`src/rtl/core/siphash_2_4_keyed_hash_top_assert.svh`:
```
// Assertion macros for the SipHash-2-4 top level.
// Used by siphash_2_4_keyed_hash_top; needs nothing else.
`ifndef SIPHASH_2_4_KEYED_HASH_TOP_ASSERT_SVH
`define SIPHASH_2_4_KEYED_HASH_TOP_ASSERT_SVH

// same-cycle implication
`define SH24_ASSERT_IMP(lbl, clk, rst, a, b) \
  lbl: assert property (@(posedge clk) disable iff (rst) (a) |-> (b)) \
    else $error("sh24 same-cycle check failed");

// next-cycle implication
`define SH24_ASSERT_NXT(lbl, clk, rst, a, b) \
  lbl: assert property (@(posedge clk) disable iff (rst) (a) |=> (b)) \
    else $error("sh24 next-cycle check failed");

`endif

```
`src/rtl/core/sh24_pkg.sv`:
```
// Shared types, constants and helpers for the SipHash-2-4 core.
// No dependencies; imported by every module of the block.
package sh24_pkg;

  localparam logic [63:0] INIT_C0 = 64'h736F6D6570736575;
  localparam logic [63:0] INIT_C1 = 64'h646F72616E646F6D;
  localparam logic [63:0] INIT_C2 = 64'h6C7967656E657261;
  localparam logic [63:0] INIT_C3 = 64'h7465646279746573;
  localparam logic [63:0] FIN_XOR = 64'h0000_0000_0000_00FF;

  localparam int          FINAL_ROUNDS = 4;
  localparam int          RND_W        = $clog2(FINAL_ROUNDS);
  localparam logic [RND_W-1:0] LAST_RND = RND_W'(FINAL_ROUNDS - 1);

  localparam logic [3:0]  FULL_BYTES = 4'd8;

  localparam logic        REG_KEY_LOW  = 1'b0;
  localparam logic        REG_KEY_HIGH = 1'b1;

  typedef struct packed {
    logic [63:0] v0;
    logic [63:0] v1;
    logic [63:0] v2;
    logic [63:0] v3;
  } sh24_state_t;

  typedef struct packed {
    logic busy;
    logic done;
  } sh24_status_t;

  function automatic logic [63:0] mask_bytes(input logic [63:0] d, input logic [3:0] nb);
    logic [63:0] r;
    r = '0;
    for (int i = 0; i < 8; i++) begin
      if (4'(i) < nb) begin
        r[8*i +: 8] = d[8*i +: 8];
      end
    end
    return r;
  endfunction

endpackage

```
`src/rtl/core/sh24_round.sv`:
```
// One SipRound over the four 64-bit state words.
// Depends on sh24_pkg for the state type.
module sh24_round (
  input  sh24_pkg::sh24_state_t vin,
  output sh24_pkg::sh24_state_t vout
);
  import sh24_pkg::*;

  logic [63:0] a0, a2, b1, b3, c0, c2, c0b, d1, d3, d2;

  always_comb begin
    a0  = vin.v0 + vin.v1;
    a2  = vin.v2 + vin.v3;
    b1  = {vin.v1[50:0], vin.v1[63:51]} ^ a0;
    b3  = {vin.v3[47:0], vin.v3[63:48]} ^ a2;
    c0  = {a0[31:0], a0[63:32]};
    c2  = a2 + b1;
    c0b = c0 + b3;
    d1  = {b1[46:0], b1[63:47]} ^ c2;
    d3  = {b3[42:0], b3[63:43]} ^ c0b;
    d2  = {c2[31:0], c2[63:32]};
    vout.v0 = c0b;
    vout.v1 = d1;
    vout.v2 = d2;
    vout.v3 = d3;
  end

endmodule

```
`src/rtl/core/sh24_core.sv`:
```
// SipHash state registers and the sequencer that drives the shared round unit.
// Depends on sh24_pkg and sh24_round.
module sh24_core (
  input  logic                   clk,
  input  logic                   rst,
  input  logic                   start,
  input  logic [63:0]            block_data,
  input  logic [3:0]             valid_bytes,
  input  logic                   is_last,
  input  logic [63:0]            key_low,
  input  logic [63:0]            key_high,
  input  logic                   hold,
  output sh24_pkg::sh24_status_t status,
  output logic [63:0]            digest
);
  import sh24_pkg::*;

  localparam logic [1:0] ST_IDLE = 2'd0;
  localparam logic [1:0] ST_C1   = 2'd1;
  localparam logic [1:0] ST_C2   = 2'd2;
  localparam logic [1:0] ST_FIN  = 2'd3;

  logic [1:0]       state;
  sh24_state_t      v;
  logic [7:0]       byte_count;
  logic             in_message;
  logic [63:0]      msg;
  logic [63:0]      fin_word;
  logic             fin_pending;
  logic             final_blk;
  logic [RND_W-1:0] rnd_cnt;

  sh24_state_t base, rin, rout, v_c2;
  logic [7:0]  base_bc, bc_next;
  logic        full;
  logic [3:0]  nb;
  logic [63:0] m_in;

  always_comb begin
    base.v0 = key_low  ^ INIT_C0;
    base.v1 = key_high ^ INIT_C1;
    base.v2 = key_low  ^ INIT_C2;
    base.v3 = key_high ^ INIT_C3;
    base_bc = '0;
    if (in_message) begin
      base    = v;
      base_bc = byte_count;
    end
    full    = !is_last || (valid_bytes >= FULL_BYTES);
    nb      = full ? FULL_BYTES : valid_bytes;
    bc_next = base_bc + {4'd0, nb};
    m_in    = full ? block_data : (mask_bytes(block_data, nb) | {bc_next, 56'd0});
    case (state)
      ST_IDLE: begin
        rin    = base;
        rin.v3 = base.v3 ^ m_in;
      end
      ST_C1: begin
        rin    = v;
        rin.v3 = v.v3 ^ msg;
      end
      default: rin = v;
    endcase
  end

  sh24_round u_round (
    .vin  (rin),
    .vout (rout)
  );

  always_comb begin
    v_c2    = rout;
    v_c2.v0 = rout.v0 ^ msg;
    if (!fin_pending && final_blk) begin
      v_c2.v2 = rout.v2 ^ FIN_XOR;
    end
  end

  assign digest      = rout.v0 ^ rout.v1 ^ rout.v2 ^ rout.v3;
  assign status.busy = (state != ST_IDLE);
  assign status.done = (state == ST_FIN) && (rnd_cnt == LAST_RND) && !hold;

  always_ff @(posedge clk) begin
    if (rst) begin
      state       <= ST_IDLE;
      v           <= '0;
      byte_count  <= '0;
      in_message  <= 1'b0;
      fin_pending <= 1'b0;
      final_blk   <= 1'b0;
      rnd_cnt     <= '0;
    end else begin
      case (state)
        ST_IDLE: begin
          if (start) begin
            v           <= rout;
            msg         <= m_in;
            fin_word    <= {bc_next, 56'd0};
            byte_count  <= bc_next;
            in_message  <= 1'b1;
            fin_pending <= is_last && full;
            final_blk   <= is_last;
            state       <= ST_C2;
          end
        end
        ST_C1: begin
          v     <= rout;
          state <= ST_C2;
        end
        ST_C2: begin
          v <= v_c2;
          if (fin_pending) begin
            msg         <= fin_word;
            fin_pending <= 1'b0;
            state       <= ST_C1;
          end else if (final_blk) begin
            rnd_cnt <= '0;
            state   <= ST_FIN;
          end else begin
            state <= ST_IDLE;
          end
        end
        ST_FIN: begin
          if (rnd_cnt != LAST_RND) begin
            v       <= rout;
            rnd_cnt <= rnd_cnt + 1'b1;
          end else if (!hold) begin
            v          <= rout;
            in_message <= 1'b0;
            final_blk  <= 1'b0;
            state      <= ST_IDLE;
          end
        end
        default: state <= ST_IDLE;
      endcase
    end
  end

endmodule

```
`src/rtl/core/siphash_2_4_keyed_hash_top.sv`:
```
// Top level of the SipHash-2-4 keyed hash: key registers, handshakes, result register.
// Depends on sh24_pkg, sh24_core and the assertion macro header.

// One SipRound unit is reused every cycle, so a non-last 64-bit word runs its
// 2 compression rounds (ST_IDLE, ST_C2) before the next word can be taken. A last
// word of fewer than 8 bytes runs 2 compression and 4 finalization rounds; a full
// 8-byte last word also runs the compression rounds of a second block holding the
// length. The hash is then held in an output register while the next message is
// already being taken. The key is sampled when the first word of a message is
// accepted, so key writes take effect with the next message.
`include "siphash_2_4_keyed_hash_top_assert.svh"

module siphash_2_4_keyed_hash_top (
  input  logic        clk,
  input  logic        rst,
  input  logic        in_valid,
  output logic        in_stall,
  input  logic [63:0] block_data,
  input  logic [3:0]  valid_bytes,
  input  logic        is_last,
  output logic        out_valid,
  input  logic        out_stall,
  output logic [63:0] hash,
  input  logic        cfg_valid,
  output logic        cfg_ready,
  input  logic        cfg_index,
  input  logic [63:0] cfg_data
);
  import sh24_pkg::*;

  logic [63:0]  key_low;
  logic [63:0]  key_high;
  sh24_status_t status;
  logic [63:0]  digest;
  logic         hold;
  logic         start;

  assign cfg_ready = 1'b1;
  assign in_stall  = status.busy;
  assign start     = in_valid && !in_stall;
  assign hold      = out_valid && out_stall;

  always_ff @(posedge clk) begin
    if (rst) begin
      key_low  <= '0;
      key_high <= '0;
    end else if (cfg_valid && cfg_ready) begin
      case (cfg_index)
        REG_KEY_LOW:  key_low  <= cfg_data;
        REG_KEY_HIGH: key_high <= cfg_data;
        default: ;
      endcase
    end
  end

  sh24_core u_core (
    .clk         (clk),
    .rst         (rst),
    .start       (start),
    .block_data  (block_data),
    .valid_bytes (valid_bytes),
    .is_last     (is_last),
    .key_low     (key_low),
    .key_high    (key_high),
    .hold        (hold),
    .status      (status),
    .digest      (digest)
  );

  always_ff @(posedge clk) begin
    if (rst) begin
      out_valid <= 1'b0;
    end else if (status.done) begin
      out_valid <= 1'b1;
    end else if (!out_stall) begin
      out_valid <= 1'b0;
    end
  end

  always_ff @(posedge clk) begin
    if (status.done) begin
      hash <= digest;
    end
  end

  `SH24_ASSERT_NXT(a_accept_busy, clk, rst, start, in_stall)
  `SH24_ASSERT_IMP(a_done_free, clk, rst, status.done, !hold)
  `SH24_ASSERT_NXT(a_done_result, clk, rst, status.done, out_valid && !in_stall)

endmodule

```
`config.mk`:
```
export PLATFORM = sky130hd
export DESIGN_NAME = siphash_2_4_keyed_hash_top
export DESIGN_NICKNAME = d
export VERILOG_FILES = /design/src/rtl/core/sh24_pkg.sv /design/src/rtl/core/sh24_round.sv /design/src/rtl/core/sh24_core.sv /design/src/rtl/core/siphash_2_4_keyed_hash_top.sv
export VERILOG_INCLUDE_DIRS = /design/src /design/src/rtl/core
export SDC_FILE = /design/constraint.sdc
export NUM_CORES = 2
export LEC_CHECK = 0
export BUFFER_PORTS_ARGS = -buffer_cell sky130_fd_sc_hd__buf_2
export CAP_MARGIN = 15
export CORE_ASPECT_RATIO = 1.75
export CORE_MARGIN = 4
export CORE_UTILIZATION = 64
export DETAILED_ROUTE_END_ITERATION = 6
export PLACE_DENSITY = 0.92
export SLEW_MARGIN = 30
export SYNTH_ARGS = -nofsm -noshare
export SYNTH_HDL_FRONTEND = slang
export SYNTH_SLANG_ARGS = --single-unit
```
`constraint.sdc`:
```
create_clock -name clk -period 10.45 [get_ports clk]
set_input_delay 0.5225 -clock clk [delete_from_list [all_inputs] [get_ports clk]]
set_output_delay 0.5225 -clock clk [all_outputs]
set_load 0.005 [all_outputs]
```
==> results of run 1 <==
-- synthesized netlist by cell type (8+ instances only) --
cell      instances
buf_1            13
inv_1           173
a31o_2           10
and2_1           27
and3_1           84
o211ai_1         20
a21boi_0          9
a41oi_1          11
a21o_1          170
clkbuf_1        303
buf_2            13
nand3_1          81
nor2_1          362
nand2b_1         60
o21a_1           33
nor3_1           38
xnor2_1         504
nand4_1          46
a21oi_1         683
and4_1           10
dfxtp_1         400
a211o_1          11
nor2b_1          25
o21bai_1         42
xnor2_2          11
ha_1            255
o31ai_1          19
xor2_1          298
mux2i_1          56
o22ai_1          17
or3_1             8
edfxtp_1        136
o21ai_0         315
a31oi_1          53
nand2_1        1118
o21ai_1          14
a211oi_1        111
-- logic make-up after synthesis --
kind of cell | count (synthesis) | synth area share [%]
DFF | 536 | 28.1
other | 1 | 0.00872
and+or+nand+nor | 1893 | 18.7
muxes | 57 | 1.33
adders and majority gates | 260 | 7.65
xor gates and xnor gates | 820 | 17.1
AOI/OAI and AO/OA | 1605 | 22.6
buffers and inverters | 507 | 4.47
-- metrics by stage --
| step | util [%] | std cells | area, um^2 | hold WS [ns] | worst slack (ns) |
|---|---|---|---|---|---|
| 3_3_place_gp | 71.2 | 6857 | 47300 | 0.438 | 1.19 |
| 2_1_floorplan | - | 5679 | 43000 | 0.432 | 2.48 |
| 4_1_cts | 74.0 | 6956 | 49200 | 0.0903 | 1.42 |
| 3_5_place_dp | 71.2 | 6858 | 47300 | 0.446 | 0.902 |
-- per-layer routing --
metal | GRT overflow | track usage (%)
met5 | 0 | 11.1
met4 | 56 | 78.8
met3 | 0 | 51.9
met2 | 72 | 91.1
met1 | 0 | 72.4
==> impl_metrics.toml, run 1 <==
[status]
status = "did not finish"
stop_stage = "global routing (5_1_grt)"
stop_error = "[ERROR GRT-0116] Global routing finished with congestion. Check the congestion regions in the DRC Viewer."

[die]
num_io_pins = 206
die_y_um = 351
die_w_um = 204
start_util_pct = 64.7
num_rows = 125

[global_routing]
grt_max_degree = 155
first_global_vias = 50700
track_usage_pct = 72.6
grt_pass1_wl_um = 381000
grt-ovfl-total = 128

[logic_synthesis]
post-synth-top-area-cell = "dfxtp_1"
ys_warn_count = 0
yosysUniqueCellTypes = 98
synthFlopType = "dfxtp_1"
async_flop_share_pct = 0
synth-edff-count = 136
synth-seq-cells = 536
syn_inst = 5679
syn_area_per_cell_um2 = 7.58
synth_top_area_share_pct = 18.6
netlist_area_um2 = 43000
synth_seq_area_share_pct = 28.1
syn_nets = 6078
synthTopCellsByArea = "dfxtp_1 19%, xnor2_1 10%, nand2_1 9.8%"

[placement]
gp_congestion = 1.33
place_hpwl_um = 191000
io_buffer_count = 204

[clocking]
cts_made_buffers = 52
cts_root_buffer = "clkbuf_16"
clock_path_buffers = 3
postCtsHoldBufs = 0
cts-resized-gates = 0
cts_sinks = 536
ctsHtreeMaxLevel = 2
post_cts_buffers = 0
==> run 2, diff against run 1 <==
- CORE_ASPECT_RATIO: 1.75 -> not set
- CORE_UTILIZATION: 64 -> 40
- PLACE_DENSITY: 0.92 -> not set
- PLACE_DENSITY_LB_ADDON: not set -> 0.15
==> run 2 against run 1 <==
Compared with the run above: the flow now finishes, with violations (design-rule violations); synthesized area is the same; synthesized cell count is the same.
==> impl_metrics.toml, run 2 <==
[hold_path]
hold_depth = 3
hold_start = "cfg_data[1]"
hold_path.class = "input pin to flop"
min_to = "key_low[1]"

[critical_path]
reg2reg_to = "hash[60]"
critical_path.max_fanout = 19
worstSetupPathType = "flop to flop"
critPathSlowestCell = "xnor2_1"
arrival_ns = 9.76
cp-start-kind = "flop"
required_ns = 10.85
path_buf_inv = 5
r2r_slack_ns = 1.09
cp-end-kind = "flop"
max_stage_delay_ns = 0.82
critical_path.top_delay_family = "simple AND/OR/NAND/NOR gates"
ff2ff_path_depth = 30
r2r-start = "u_core.state[0]"

[layout]
regMostFlops = "u_core.v"
finish.utilization_pct = 47.1
fillCellCount = 10900
area_growth_pct = 17.0
final_cell_mix = "1,116 x nand2_1, 678 x a21oi_1, 487 x xnor2_1"
fin_nets = 6435
largest_reg_flops = 256
final_common_cell = "nand2_1"
drive_gt1_share_pct = 13.7

[logic_synthesis]
synth_compound_gate_area_share_pct = 22.6
yosysUniqueCellTypes = 98
yosys.area_share.adder_pct = 7.65
synth.most_common_cell = "nand2_1"
synth-edff-count = 136
synth_top_family_by_area = "compound AO/OA/AOI/OAI gates"
async_flop_share_pct = 0
muxShareOfSynthArea_pct = 1.33
synth_top_area_share_pct = 18.6
synth-seq-cells = 536
synthSimpleGateAreaFrac_pct = 18.7
synthFlopType = "dfxtp_1"
syn_inst = 5679
syn_area_per_cell_um2 = 7.58
synthXorXnorAreaFrac_pct = 17.1
synthTopCellsByArea = "dfxtp_1 19%, xnor2_1 10%, nand2_1 9.8%"
syn_nets = 6078
post-synth-top-area-cell = "dfxtp_1"
netlist_area_um2 = 43000
synth_seq_area_share_pct = 28.1
ys_warn_count = 0
synthTopCellsByCount = "1,118 x nand2_1, 683 x a21oi_1, 504 x xnor2_1"

[detailed_routing]
drc = 1
vias = 46100
drt-initial-drc-count = 6608
ant_nets = 0
wirelength_um = 265000
wl_per_cell_um = 35.3
firstDrtPassIters = 7
via_per_inst = 6.15

[status]
violations = "design-rule violations"
status = "complete, but fails checks"

[sta]
max_freq_mhz = 107
tns_ns = 0
clock_skew_ns = 0.0323
relSlewSlack_pct = 18.6
worstMarginPinSlew_ns = 1.22
rsz0062_at_grt = "no"
setup_viol = 0
fin_crit_sh_pct = 89.6
final.min_clock_period_ns = 9.36
slew_viol_final = 0
hold_violations = 0

[clocking]
cts_root_buffer = "clkbuf_16"
cts-resized-gates = 0
insertion_delay_ns = 0.68
post_cts_buffers = 0
clock_path_buffers = 3
cts_made_buffers = 69
cts_tree = "done"
postCtsHoldBufs = 0
ctsHtreeMaxLevel = 3
clkSlewWorstSetupHoldPaths_ns = 0.06
cts_sinks = 536

[placement]
place_hpwl_um = 218000
io_buffer_count = 204
gp_congestion = 1.11

[die]
core-area_um2 = 107000
num_io_pins = 206
num_rows = 120
die_y_um = 336
dieArea_um2 = 113000
die_w_um = 336
start_util_pct = 40.2

[global_routing]
grt-ovfl-total = 0
grt_antenna_before_repair = 29
grt_max_degree = 153
track_usage_pct = 45.3
first_global_vias = 41400
grt_pass1_wl_um = 351000

[run]
cap_violations = 0
run 2: cell counts after synthesis:
Identical to the previous run, type by type.
run 2: logic make-up after synthesis:
group	Yosys count
xor gates and xnor gates	820
other	1
buffers and inverters	507
DFF	536
AOI/OAI and AO/OA	1605
adders and majority gates	260
muxes	57
and+or+nand+nor	1893
run 2: how the worst max path moves through the flow:
stage                 startpoint       endpoint  slack (ns)  cells past startpoint
6_report         u_core.state[0]       hash[60]        1.09                     30
5_1_grt        u_core.in_message   u_core.v[61]        0.84                     34
4_1_cts          u_core.state[0]       hash[60]        1.45                     30
3_5_place_dp      valid_bytes[3]  u_core.v[249]        1.07                     35
3_3_place_gp      valid_bytes[3]   u_core.v[52]        1.05                     36
2_1_floorplan  u_core.in_message       hash[31]        2.48                     36
run 2: worst min-delay path: stages:
cell,delay (ns)
buf_2,0.10
nand2_1,0.05
a21oi_1,0.05
run 2: metal layers:
layer  track usage (%)  vias up  part of all wire [%]
li1                  -    20300                     -
met1              59.9    22200                    40
met2              63.2     3062                    39
met3              14.7      602                    13
met4              28.8       14                   7.9
met5                 0        -                 0.032
run 2: area by class of cell:
class | count | area [um^2] | share of cell area (%)
timing repair buffer | 617 | 4190 | 8.32
inverter | 176 | 661 | 1.31
multi-input combinational | 4636 | 29400 | 58.4
tap | 1403 | 1760 | 3.49
clock inverter | 29 | 290 | 0.577
clock buffer | 99 | 1940 | 3.85
antenna | 7 | 17.5 | 0.0348
sequential | 536 | 12100 | 24.0
run 2: stage by stage:
| step | area, um^2 | setup slack (ns) | cells | hold slack (ns) |
|---|---|---|---|---|
| 2_1_floorplan | 43000 | 2.48 | 5679 | 0.432 |
| 3_3_place_gp | 48000 | 1.05 | 7367 | 0.441 |
| 3_5_place_dp | 48000 | 1.07 | 7367 | 0.447 |
| 4_1_cts | 50300 | 1.45 | 7495 | 0.0588 |
| 5_1_grt | 50300 | 0.845 | 7496 | 0.0894 |
| 6_report | 50300 | 1.09 | 7503 | 0.0911 |
Power of run 2 is not shown: default switching activity piles up to over one toggle a cycle in this logic, so the estimate is an artifact.
